`src/design/jet_colormap_rgb_top_defines.svh`:
```
// ----------------------------------------------------------------------------
// Jet colormap assertion macros
// Concurrent assertion wrappers; define ASSERT_OFF to compile them out.
// ----------------------------------------------------------------------------
`ifndef JET_COLORMAP_RGB_TOP_DEFINES_SVH
`define JET_COLORMAP_RGB_TOP_DEFINES_SVH

`ifndef ASSERT_OFF

// Check a property on every rising edge, skipped while reset is asserted.
`define JCM_ASSERT(lbl, clk, rst_n, prop) \
  lbl: assert property (@(posedge clk) disable iff (!rst_n) prop) \
    else $error("jcm assertion failed");

// Check a property on every rising edge, reset included.
`define JCM_ASSERT_ALWAYS(lbl, clk, prop) \
  lbl: assert property (@(posedge clk) prop) \
    else $error("jcm assertion failed");

`else

`define JCM_ASSERT(lbl, clk, rst_n, prop)
`define JCM_ASSERT_ALWAYS(lbl, clk, prop)

`endif

`endif

```
`src/design/jcm_pkg.sv`:
```
// ----------------------------------------------------------------------------
// Jet colormap package
// Shared widths, breakpoint sets, register codes, reciprocals and item types.
// ----------------------------------------------------------------------------
`default_nettype none

package jcm_pkg;

  localparam int unsigned PixW  = 16;
  localparam int unsigned ChW   = 8;
  localparam int unsigned QuoW  = 8;
  localparam int unsigned ModeW = 2;
  // Numerator, reciprocal width and shift of the constant dividers:
  // quotient = (num * ceil(2^RecipSh / span)) >> RecipSh, exact for every
  // numerator that a segment can produce.
  localparam int unsigned NumW    = 22;
  localparam int unsigned RecipW  = 30;
  localparam int unsigned RecipSh = 34;
  // Blue ramp numerator before its 2^16 scale is dropped.
  localparam int unsigned BlueW   = 37;

  // Cycles from the accepting edge to the edge that takes the result.
  localparam int unsigned Latency = 2;

  // APB register map
  localparam int unsigned AddrW = 3;
  localparam int unsigned DataW = 32;
  localparam logic REG_DEPTH_MODE = 1'b0;

  // depth_mode codes
  localparam logic [ModeW-1:0] MODE_8B  = 2'd0;
  localparam logic [ModeW-1:0] MODE_12B = 2'd1;
  localparam logic [ModeW-1:0] MODE_16B = 2'd2;
  localparam logic [ModeW-1:0] DEPTH_MODE_RST = MODE_12B;

  // (255.0 - 255*0.51563) in Q7.16: slope of the blue ramp.
  localparam logic [22:0] BLUE_SLOPE = 23'd8094637;

  // 255*0.51563 in Q8.16 scaled by x0 of each set.
  localparam logic [BlueW-1:0] BLUE_OFS_8B  = BlueW'(64'd8617043 * 64'd31);
  localparam logic [BlueW-1:0] BLUE_OFS_12B = BlueW'(64'd8617043 * 64'd498);
  localparam logic [BlueW-1:0] BLUE_OFS_16B = BlueW'(64'd8617043 * 64'd7967);

  // ceil(2^34 / span) for every span that a segment divides by
  localparam logic [RecipW-1:0] RCP_31    = 30'd554189329;
  localparam logic [RecipW-1:0] RCP_64    = 30'd268435456;
  localparam logic [RecipW-1:0] RCP_498   = 30'd34497730;
  localparam logic [RecipW-1:0] RCP_1027  = 30'd16728208;
  localparam logic [RecipW-1:0] RCP_1028  = 30'd16711936;
  localparam logic [RecipW-1:0] RCP_7967  = 30'd2156379;
  localparam logic [RecipW-1:0] RCP_16448 = 30'd1044496;

  typedef enum logic [2:0] {
    SEG_BLUE,
    SEG_GREEN_UP,
    SEG_MID,
    SEG_GREEN_DN,
    SEG_RED,
    SEG_WHITE
  } seg_e;

  typedef struct packed {
    seg_e seg;
  } item_meta_t;

  typedef struct packed {
    logic [PixW-1:0] x0;
    logic [PixW-1:0] x1;
    logic [PixW-1:0] x2;
    logic [PixW-1:0] x3;
    logic [PixW-1:0] x4;
  } bp_set_t;

  function automatic bp_set_t bp_set(input logic [ModeW-1:0] mode);
    bp_set_t s;
    case (mode)
      MODE_8B:  s = '{16'd31,   16'd95,    16'd159,   16'd223,   16'd255};
      MODE_12B: s = '{16'd498,  16'd1526,  16'd2553,  16'd3581,  16'd4095};
      default:  s = '{16'd7967, 16'd24415, 16'd40863, 16'd57311, 16'd65535};
    endcase
    return s;
  endfunction

  function automatic logic [BlueW-1:0] blue_ofs(input logic [ModeW-1:0] mode);
    logic [BlueW-1:0] o;
    case (mode)
      MODE_8B:  o = BLUE_OFS_8B;
      MODE_12B: o = BLUE_OFS_12B;
      default:  o = BLUE_OFS_16B;
    endcase
    return o;
  endfunction

  // Blue divides by x0, the red fall by twice x4-x3, the rest by their span.
  function automatic logic [RecipW-1:0] recip(input logic [ModeW-1:0] mode,
                                              input seg_e seg);
    logic [RecipW-1:0] r;
    case (mode)
      MODE_8B:  r = (seg == SEG_BLUE) ? RCP_31 : RCP_64;
      MODE_12B: r = (seg == SEG_BLUE) ? RCP_498 :
                    (seg == SEG_MID)  ? RCP_1027 : RCP_1028;
      default:  r = (seg == SEG_BLUE) ? RCP_7967 : RCP_16448;
    endcase
    return r;
  endfunction

endpackage

`default_nettype wire

```
`src/design/jcm_divider.sv`:
```
// ----------------------------------------------------------------------------
// Jet colormap divider
// Division by a constant span through a reciprocal multiply, 8-bit quotient.
// ----------------------------------------------------------------------------
`default_nettype none

module jcm_divider (
  input  wire logic [jcm_pkg::NumW-1:0]    num_i,
  input  wire logic [jcm_pkg::RecipW-1:0]  recip_i,
  output logic      [jcm_pkg::QuoW-1:0]    quo_o
);
  import jcm_pkg::*;

  logic [NumW+RecipW-1:0] prod;

  // quotient sits just above the reciprocal's binary point
  assign prod  = num_i * recip_i;
  assign quo_o = prod[RecipSh +: QuoW];

endmodule

`default_nettype wire

```
`src/design/jet_colormap_rgb_top.sv`:
```
// ----------------------------------------------------------------------------
// Jet colormap RGB top
// Maps a grey pixel to a jet false-color RGB triple, 8/12/16-bit input sets.
// ----------------------------------------------------------------------------
// Timing: an accepted item passes the input register, then the result
//   register, before done_o rises; one result per item.
// Throughput: one item per clock; busy_o stays low, every span is a constant
//   divided out by a reciprocal multiply, and the receiver cannot stall.
// Reset: asynchronous, active low; clears all valid bits and sets depth_mode
//   to twelve-bit. No clearing pass; items are accepted right after reset.
`default_nettype none
`include "jet_colormap_rgb_top_defines.svh"

module jet_colormap_rgb_top (
  input  wire logic                        clk_i,
  input  wire logic                        rst_ni,
  // APB configuration port
  input  wire logic                        psel,
  input  wire logic                        penable,
  input  wire logic                        pwrite,
  input  wire logic [jcm_pkg::AddrW-1:0]   paddr,
  input  wire logic [jcm_pkg::DataW-1:0]   pwdata,
  output logic [jcm_pkg::DataW-1:0]        prdata,
  output logic                             pready,
  // item in
  input  wire logic                        start_i,
  output logic                             busy_o,
  input  wire logic [jcm_pkg::PixW-1:0]    pixel_value_i,
  // result out
  output logic                             done_o,
  output logic [jcm_pkg::ChW-1:0]          red_o,
  output logic [jcm_pkg::ChW-1:0]          green_o,
  output logic [jcm_pkg::ChW-1:0]          blue_o
);
  import jcm_pkg::*;

  // multiply a span by 255 with a shift and a subtract
  function automatic logic [NumW-1:0] mul255(input logic [PixW:0] n);
    return NumW'({n, 8'h00}) - NumW'(n);
  endfunction

  // --------------------------------------------------------------------------
  // Configuration register
  // --------------------------------------------------------------------------
  logic [ModeW-1:0] depth_mode_q;
  logic             cfg_wr;
  logic             reg_sel;

  assign pready  = 1'b1;
  assign reg_sel = paddr[AddrW-1];
  assign cfg_wr  = psel && penable && pwrite && pready && (reg_sel == REG_DEPTH_MODE);
  assign prdata  = (reg_sel == REG_DEPTH_MODE) ? DataW'(depth_mode_q) : '0;

  always_ff @(posedge clk_i or negedge rst_ni) begin
    if (!rst_ni) begin
      depth_mode_q <= DEPTH_MODE_RST;
    end else if (cfg_wr) begin
      depth_mode_q <= pwdata[ModeW-1:0];
    end
  end

  // --------------------------------------------------------------------------
  // Segment decode: every channel that ramps is floor(num / span) with a
  // quotient below 256, and every span is a constant of the depth set, so
  // the decode picks a numerator and the reciprocal of its span.
  // Ramps: num = 255*n. Middle segment: blue gets its own numerator.
  // Blue ramp: b = floor(floor((A*x0 + v*K) / 2^16) / x0).
  // Red fall:  r = floor(255*((x4-v) + (x4-x3)) / (2*(x4-x3))).
  // --------------------------------------------------------------------------
  logic              accept;
  logic [ModeW-1:0]  mode_eff;
  bp_set_t           bp;
  logic [PixW-1:0]   v;
  logic [BlueW-1:0]  blue_num;
  logic [PixW-1:0]   d43;
  logic [NumW-1:0]   num_a_d;
  logic [NumW-1:0]   num_b_d;
  logic [RecipW-1:0] rcp_d;
  item_meta_t        meta_d;

  assign busy_o = 1'b0;
  assign accept = start_i && !busy_o;

  always_comb begin
    // unused mode code falls back to the sixteen-bit set
    mode_eff = ((depth_mode_q == MODE_8B) || (depth_mode_q == MODE_12B)) ?
               depth_mode_q : MODE_16B;
    bp       = bp_set(mode_eff);
    // clamp to the set's full scale
    v        = (pixel_value_i > bp.x4) ? bp.x4 : pixel_value_i;
    blue_num = blue_ofs(mode_eff) + BlueW'(v) * BlueW'(BLUE_SLOPE);
    d43      = bp.x4 - bp.x3;
    num_b_d  = '0;

    if (v < bp.x0) begin
      meta_d.seg = SEG_BLUE;
      num_a_d    = NumW'(blue_num[BlueW-1:16]);
    end else if (v <= bp.x1) begin
      meta_d.seg = SEG_GREEN_UP;
      num_a_d    = mul255({1'b0, v - bp.x0});
    end else if (v < bp.x2) begin
      meta_d.seg = SEG_MID;
      num_a_d    = mul255({1'b0, v - bp.x1});
      num_b_d    = mul255({1'b0, bp.x2 - v});
    end else if (v <= bp.x3) begin
      meta_d.seg = SEG_GREEN_DN;
      num_a_d    = mul255({1'b0, bp.x3 - v});
    end else if ((mode_eff == MODE_12B) && (v == bp.x4)) begin
      // twelve-bit full scale shows white
      meta_d.seg = SEG_WHITE;
      num_a_d    = '0;
    end else begin
      meta_d.seg = SEG_RED;
      num_a_d    = mul255({1'b0, bp.x4 - v} + {1'b0, d43});
    end

    rcp_d = recip(mode_eff, meta_d.seg);
  end

  // --------------------------------------------------------------------------
  // Input register
  // --------------------------------------------------------------------------
  logic              s1_vld_q;
  logic [NumW-1:0]   s1_num_a_q;
  logic [NumW-1:0]   s1_num_b_q;
  logic [RecipW-1:0] s1_rcp_q;
  item_meta_t        s1_meta_q;

  always_ff @(posedge clk_i or negedge rst_ni) begin
    if (!rst_ni) begin
      s1_vld_q <= 1'b0;
    end else begin
      s1_vld_q <= accept;
    end
  end

  always_ff @(posedge clk_i) begin
    s1_num_a_q <= num_a_d;
    s1_num_b_q <= num_b_d;
    s1_rcp_q   <= rcp_d;
    s1_meta_q  <= meta_d;
  end

  // --------------------------------------------------------------------------
  // Constant dividers: the main channel, and falling blue of the middle span
  // --------------------------------------------------------------------------
  logic [QuoW-1:0] quo_a;
  logic [QuoW-1:0] quo_b;

  jcm_divider u_div_a (
    .num_i   (s1_num_a_q),
    .recip_i (s1_rcp_q),
    .quo_o   (quo_a)
  );

  jcm_divider u_div_b (
    .num_i   (s1_num_b_q),
    .recip_i (s1_rcp_q),
    .quo_o   (quo_b)
  );

  // --------------------------------------------------------------------------
  // Channel assembly and result register
  // --------------------------------------------------------------------------
  logic [ChW-1:0] red_d;
  logic [ChW-1:0] green_d;
  logic [ChW-1:0] blue_d;
  logic [ChW-1:0] red_q;
  logic [ChW-1:0] green_q;
  logic [ChW-1:0] blue_q;
  logic           done_q;

  always_comb begin
    red_d   = '0;
    green_d = '0;
    blue_d  = '0;
    case (s1_meta_q.seg)
      SEG_BLUE: begin
        blue_d = quo_a;
      end
      SEG_GREEN_UP: begin
        green_d = quo_a;
        blue_d  = '1;
      end
      SEG_MID: begin
        red_d   = quo_a;
        green_d = '1;
        blue_d  = quo_b;
      end
      SEG_GREEN_DN: begin
        red_d   = '1;
        green_d = quo_a;
      end
      SEG_WHITE: begin
        red_d   = '1;
        green_d = '1;
        blue_d  = '1;
      end
      SEG_RED: begin
        red_d = quo_a;
      end
      default: begin
        red_d = '0;
      end
    endcase
  end

  always_ff @(posedge clk_i or negedge rst_ni) begin
    if (!rst_ni) begin
      done_q <= 1'b0;
    end else begin
      done_q <= s1_vld_q;
    end
  end

  always_ff @(posedge clk_i) begin
    red_q   <= red_d;
    green_q <= green_d;
    blue_q  <= blue_d;
  end

  assign done_o  = done_q;
  assign red_o   = red_q;
  assign green_o = green_q;
  assign blue_o  = blue_q;

  // --------------------------------------------------------------------------
  // Assertions
  // --------------------------------------------------------------------------
  `JCM_ASSERT(a_result_has_item, clk_i, rst_ni,
              done_o |-> $past(start_i, Latency))
  `JCM_ASSERT(a_item_gets_result, clk_i, rst_ni,
              accept |-> ##Latency done_o)
  `JCM_ASSERT(a_white_only_full, clk_i, rst_ni,
              (done_o && red_o == 8'hFF && blue_o == 8'hFF) |-> green_o == 8'hFF)
  `JCM_ASSERT_ALWAYS(a_no_result_in_reset, clk_i,
                     !rst_ni |-> !done_o)

endmodule

`default_nettype wire
```
`config.mk`:
```
export PLATFORM = sky130hd
export DESIGN_NAME = jet_colormap_rgb_top
export DESIGN_NICKNAME = d
export VERILOG_FILES = /design/src/design/jcm_pkg.sv /design/src/design/jcm_divider.sv /design/src/design/jet_colormap_rgb_top.sv
export VERILOG_INCLUDE_DIRS = /design/src /design/src/design
export SDC_FILE = /design/constraint.sdc
export NUM_CORES = 2
export LEC_CHECK = 0
export BUFFER_PORTS_ARGS = -buffer_cell sky130_fd_sc_hd__buf_2
export CAP_MARGIN = 20
export CORE_MARGIN = 4
export CORE_UTILIZATION = 50
export CTS_BUF_LIST = sky130_fd_sc_hd__clkbuf_8
export DETAILED_ROUTE_END_ITERATION = 10
export GPL_ROUTABILITY_DRIVEN = 0
export PLACE_DENSITY = 0.69
export RECOVER_POWER = 25
export SYNTH_ARGS = -nofsm -noshare
export SYNTH_HDL_FRONTEND = slang
export SYNTH_SLANG_ARGS = --single-unit
```
`constraint.sdc`:
```
create_clock -name clk_i -period 7.7 [get_ports clk_i]
set_clock_uncertainty 0.1 [all_clocks]
set_input_delay 0.385 -clock clk_i [delete_from_list [all_inputs] [get_ports clk_i]]
set_output_delay 0.385 -clock clk_i [all_outputs]
set_load 0.02 [all_outputs]
```
# Yosys cells after proc, flatten, opt, wreduce, memory -nomap -nowiden
# Index checks and enable logic that the tools add are counted.
[totals]
in_bits = 57
output_inout_bits = 59
reg_bits = 105
wordCells = 81
[op_classes]
muxes = 23
n_addsub = 13
eq_ne = 9
reduce_logical = 15
order_cmp = 5
bitwise_logic = 2
n_mul = 3
[ops]
columns = ["cell", "count"]
rows = [
  ["case mux 77 bit (2 select lines)", 1],
  ["two-way mux 22 bit", 5],
  ["subtractor 22 x 16 -> 22 bit", 4],
  ["multiplier 22 x 30 -> 42 bit", 2],
  ["subtractor 16 bit", 5],
  ["case mux 36 bit (2 select lines)", 1],
  ["case mux 30 bit (2 select lines)", 1],
  ["adder 37 bit", 1],
  ["multiplier 16 x 23 -> 37 bit, second input constant", 1],
  ["less-or-equal comparator 16 bit", 2],
  ["case mux 8 bit (2 select lines)", 2],
  ["two-way mux 30 bit", 1],
  ["two-way mux 26 bit", 1],
  ["case mux 8 bit (3 select lines)", 1],
  ["subtractor 22 x 17 -> 22 bit", 1],
  ["two-way mux 21 bit", 1],
  ["adder 16 x 16 -> 17 bit", 1],
  ["equality test 16 bit", 1],
  ["> comparator 16 bit", 1],
  ["less-than comparator 16 x 13 -> 1 bit", 1],
  ["less-than comparator 16 bit", 1],
  ["two-way mux 16 bit", 1],
  ["subtractor 16 x 13 -> 16 bit", 1],
  ["two-way mux 15 bit", 1],
  ["14 further kinds", 32],
]

# Logic depth before layout (Yosys ltp)
[logic_depth]
word_depth = 18
ltp_mapped = 37
mapped_depth_nobuf = 33

# Cells and area by module
# Synthesis repeated with hierarchy kept, for this count alone.
[unflattened]
hier_cells = 6077
area_unflattened_um2 = 53038.4
[by_module_without_submodules]
columns = ["module", "n_inst", "area_each_um2", "cells_each", "seq_area_each_um2"]
rows = [
  ["jcm_divider at u_div_a", 1, 18231.2, 2068, 0.0],
  ["jcm_divider at u_div_b", 1, 18061.1, 2022, 0.0],
  ["jet_colormap_rgb_top", 1, 16746.1, 1987, 1883.1],
]

# Worst setup path after synthesis
# OpenSTA, ideal clock, no wires.
[synth_path]
path_kind = "reg-to-reg"
from = "register depth_mode_q[1]"
to = "register s1_num_a_q[12]"
required_ps = 7478
n_path_buf = 4
period_less_slack_ps = 8521
path_slack_ps = -821
arrival_time_ps = 8299
setup_time_ps = 122
stages_incl_launch_ff = 33
path_cell_list = "dfrtp_1 -> buf_6 -> inv_2 -> ha_1 -> nand4_1 -> or4_4 -> o22a_2 -> buf_4 -> buf_4 -> clkbuf_1 -> o21ai_0 -> inv_1 -> fa_1 -> fa_1 -> fa_1 -> fa_1 -> fa_1 -> inv_1 -> fa_1 -> inv_1 -> ha_1 -> o21a_1 -> o211ai_1 -> a21oi_1 -> nand4_1 -> a21oi_1 -> or2_2 -> nor2_1 -> o21ai_0 -> a21o_1 -> a21oi_1 -> xnor2_1 -> a221o_1"
[synth_via]
elab_chain_len = 15
elab_cells_between_ends = 33
cone_classes = "11 x add/sub; 1 x mul; 5 x order compare; 3 x eq/ne; 9 x mux; 4 x reduce/logical"
[synth_rtl]
columns = ["item", "line_no", "text"]
rows = [
  ["start, declared", "jet_colormap_rgb_top.sv:45", "logic [ModeW-1:0] depth_mode_q;"],
  ["start signal, assigned", "jet_colormap_rgb_top.sv:58", "depth_mode_q <= pwdata[ModeW-1:0];"],
  ["equality test 2 x 1 -> 1 bit or zero test 2 bit (tied branches)", "jet_colormap_rgb_top.sv:86", "mode_eff = ((depth_mode_q == MODE_8B) || (depth_mode_q == MODE_12B)) ?"],
  ["logical OR 1 bit", "jet_colormap_rgb_top.sv:86", ""],
  ["two-way mux 2 bit *", "jet_colormap_rgb_top.sv:86", ""],
  ["equality test 2 x 1 -> 1 bit or zero test 2 bit (tied branches)", "jcm_pkg.sv:76, jcm_pkg.sv:86, jet_colormap_rgb_top.sv:108", ""],
  ["case mux 77 bit (2 select lines)", "jcm_pkg.sv:76", "case (mode)"],
  ["> comparator 16 bit", "jet_colormap_rgb_top.sv:90", "v = (pixel_value_i > bp.x4) ? bp.x4 : pixel_value_i;"],
  ["two-way mux 16 bit", "jet_colormap_rgb_top.sv:90", ""],
  ["subtractor 16 bit", "jet_colormap_rgb_top.sv:114", "num_a_d = mul255({1'b0, bp.x4 - v} + {1'b0, d43});"],
  ["adder 16 x 16 -> 17 bit", "jet_colormap_rgb_top.sv:114", ""],
  ["subtractor 22 x 17 -> 22 bit", "jet_colormap_rgb_top.sv:39", "return NumW'({n, 8'h00}) - NumW'(n);"],
  ["two-way mux 22 bit", "jet_colormap_rgb_top.sv:108", "end else if ((mode_eff == MODE_12B) && (v == bp.x4)) begin"],
  ["two-way mux 22 bit", "jet_colormap_rgb_top.sv:105", "end else if (v <= bp.x3) begin"],
  ["two-way mux 22 bit", "jet_colormap_rgb_top.sv:101", "end else if (v < bp.x2) begin"],
  ["two-way mux 22 bit", "jet_colormap_rgb_top.sv:98", "end else if (v <= bp.x1) begin"],
  ["two-way mux 21 bit *", "jet_colormap_rgb_top.sv:95", "if (v < bp.x0) begin"],
  ["net num_a_d[12]", "jet_colormap_rgb_top.sv:76", "logic [NumW-1:0] num_a_d;"],
  ["end signal, assigned", "jet_colormap_rgb_top.sv:138", "s1_num_a_q <= num_a_d;"],
  ["end, declared", "jet_colormap_rgb_top.sv:124", "logic [NumW-1:0] s1_num_a_q;"],
]
# The timed path passes the listed nets; every way through them passes the cells marked *.
# A chain may end at the register's enable or synchronous reset.

# Worst setup path in the final report
# Ends and elaborated chain as after synthesis.

==> results.txt <==
----------------------------------------------------
[Status]
  Status ... complete, no violations

[Critical path]
  Kind of cell adding the most delay to the critical path ... adder cells
  CP Buf/Inv Count ... 6
  Peak per-stage delay on the critical path ... 590 ps
  CP Class ... reg -> reg
  Startpoint of the worst register-to-register path ... depth_mode_q[1]$_DFFE_PN0P_
  Endpoint required time on the critical path ... 7930 ps
  Critical Path Fanout Max ... 6
  Standard cell with the maximum stage delay on the critical path ... sky130_fd_sc_hd__or4_4
  Launching element type of the critical path ... flop
  CP Capture Type ... flop
  Most frequent cell on the critical path ... sky130_fd_sc_hd__a21oi_2
  Start point of the critical path ... depth_mode_q[1]$_DFFE_PN0P_
  CP arrival ... 7880 ps

[STA]
  Max-slew violation total from the final report ... 0
  Worst-margin pin slew ... 1440 ps
  FMAX ... 0.131 GHz
  Unrepaired setup endpoints after global routing ... yes
  Setup-violating endpoint count in the final report ... 0
  Tightest slew margin relative to the limit ... 3.73%
  Final count of hold timing violations ... 0
  Period utilization ... 99.3%
  Post-route minimum period ... 7650 ps

[Synthesis]
  Share of synthesized area occupied by flip-flops and latches ... 3.89%
  Cell area after synthesis ... 48400 µm²
  Share of flip-flops with an asynchronous set or reset after synthesis ... 4.30%
  Number of distinct library cells after synthesis ... 99
  Dominant register cell in the synthesized netlist ... sky130_fd_sc_hd__dfxtp_1
  EDFF count, synth ... 0
  Number of register bits inferred by synthesis ... 93
  Count of mapped cells out of synthesis ... 5471
  Mean instance size in the synthesized netlist ... 8.84 µm²
  YS warnings ... 0

[Routing]
  Overall routed net length ... 138000 µm
  Post-detailed-route DRC marker count ... 0
  Number of search-and-repair iterations in the first detailed-routing pass ... 5
  1st-iter DRT viols ... 2799
  WL/cell ... 19.5 µm
  Number of nets with antenna violations after routing ... 0
  DR vias/cell ... 5.32
  Overall via count from detail_route ... 37700

[CTS]
  Number of buffers created by CTS ... 9
  Clock root cell ... sky130_fd_sc_hd__clkbuf_8
  Number of buffers on the longest clock path ... 2
  CTS clock-pin slew for the worst setup and hold paths ... 130 ps
  Worst skew pair latency ... 470 ps
  CTS tree ... yes
  Number of clock sinks seen by CTS ... 93
  H-tree depth ... 3

[Global route]
  Largest net degree at the start of global routing ... 32
  Global route total overflow ... 0
  First-pass GRT wire length ... 219000 µm
  Number of global-route vias before repair ... 40400
  Antenna violations before repair ... 4
  Overall global routing resource usage ... 27.3%

[Floorplanning]
  Die X-Extent ... 319 µm
  Area of the die ... 102000 µm²
  Starting density of the core ... 50.7%
  Height of the chip ... 319 µm
  I/O pin count ... 116
  Core Footprint ... 95400 µm²
  Number of rows created at floorplan ... 113

[Worst hold path]
  Worst min path class ... in -> reg
  Worst Min Path Start ... pwdata[1]

[Layout]
  Area growth, synth to finish ... 12.0%
  Non-filler instance count after layout ... 7081
  Area occupied by multi-input gates ... 40800 µm²
  Total area of sequential cells ... 1950 µm²
  Most used cells in the layout excluding fill and tap cells ... sky130_fd_sc_hd__inv_1, sky130_fd_sc_hd__fa_1, sky130_fd_sc_hd__ha_1
  Most frequent standard cell in the layout excluding fill and tap cells ... sky130_fd_sc_hd__inv_1
  Net count of the finished layout ... 7474
  Fraction of layout cells with a size suffix above 1 ... 12.5%
  Fill cell total of the finished layout ... 8414

[Place]
  Post-detailed-placement half-perimeter wirelength ... 120000 µm
  Port Buffer Count ... 51
  Post-placement cell count ... 7036

[Flow run]
  Max cap viols ... 0

----------------------------------------------------
[per-layer routing]
metal,vias up,wire length [µm],global-route usage (%)
met3,391,9760,3.94
met4,0,8100,13.5
met2,1397,65100,45.4
met5,-,0,0
met1,18800,54900,35.2
li1,17100,-,-
[stage by stage]
step           instance area, µm²  hold slack (ps)  TNS, ps  setup WS (ps)  util [%]
4_1_cts                     53400              113        0          0.988      55.9
5_1_grt                     54200              211    -1410           -174      56.8
6_report                    54200              158        0           53.8      56.8
2_1_floorplan               48700            -10.6        0           26.9         -
3_5_place_dp                53000              146    -4500           -566      55.5
3_3_place_gp                53000              145    -3010           -401      55.5
[worst register-to-register path, delay by kind of cell, from the launching register on]
kind / cells / cell delay, ps
compound gates: 11 / 2140
simple gates: 5 / 1190
xor+xnor: 2 / 200
buf+inv: 6 / 540
flops: 1 / 440
fa+ha+maj: 8 / 2930
[path summary, 6_finish.rpt]
check / to / slack [ps] / cells after the start
setup / recovery: s1_num_a_q[12]$_DFF_P_ / 50 / 32
min in group asynchronous: s1_vld_q$_DFF_PN0_ / 250 / 2
max in group asynchronous: depth_mode_q[0]$_DFFE_PN1P_ / 6910 / 2
hold / removal: depth_mode_q[1]$_DFFE_PN0P_ / 160 / 2
setup reg to reg: s1_num_a_q[12]$_DFF_P_ / 50 / 32
hold reg to reg: done_o$_DFF_PN0_ / 280 / 0
[cells in the mapped netlist (66+ instances only)]
cell                       number  share of area [%]
sky130_fd_sc_hd__inv_1       1466                 11
sky130_fd_sc_hd__fa_1         996                 41
sky130_fd_sc_hd__ha_1         611                 16
sky130_fd_sc_hd__nand2_1      481                3.7
sky130_fd_sc_hd__and2_1       413                5.3
sky130_fd_sc_hd__xnor2_1      171                3.1
sky130_fd_sc_hd__clkbuf_1     168                1.3
sky130_fd_sc_hd__nor2_1       145                1.1
sky130_fd_sc_hd__a21oi_1      139                1.4
sky130_fd_sc_hd__o21ai_0      104                1.1
sky130_fd_sc_hd__dfxtp_1       89                3.7
sky130_fd_sc_hd__xor2_1        66                1.2
[flip-flops by register name, summed over array words and instances, names as in the netlist]
name          count
blue_o            8
depth_mode_q      2
done_o            1
green_o           8
red_o             8
s1_meta_q         3
s1_num_a_q       22
s1_num_b_q       22
s1_rcp_q         18
s1_vld_q          1
[final cells by class]
cell class	count	area share, %
antenna	2	0.00924
clock buffer	9	0.229
clock inverter	6	0.139
inverter	1472	10.2
multi-input combinational	3715	75.2
sequential	93	3.60
tap	1265	2.92
timing repair buffer	519	7.66
[timing repair]
item | in CTS | in global routing
setup buffers | 5 | 20
resized for setup | 39 | 163
endpoints found under the hold margin | 6 | 0
pin swaps | 11 | 51
setup endpoints to repair | 19 | 36
hold buffers | 3 | 0
gates cloned | 0 | 4
[cells by family (layout without fill, tap and decap cells)]
group / count (synthesis) / in the layout / synth area share, %
flip-flops: 93 / 93 / 3.89
other: 2 / 39 / 0.0155
XOR/XNOR: 239 / 239 / 4.36
buffers and inverters: 1699 / 2006 / 13.5
AO/OA/AOI/OAI: 538 / 539 / 7.39
adder cells (fa/ha/maj): 1609 / 1609 / 57.1
AND/OR/NAND/NOR: 1273 / 1273 / 13.3
multiplexers: 18 / 18 / 0.432
Power is left out: the tool's default activity adds up to more than one toggle a clock period on the data nets, which glitch-free logic cannot reach.
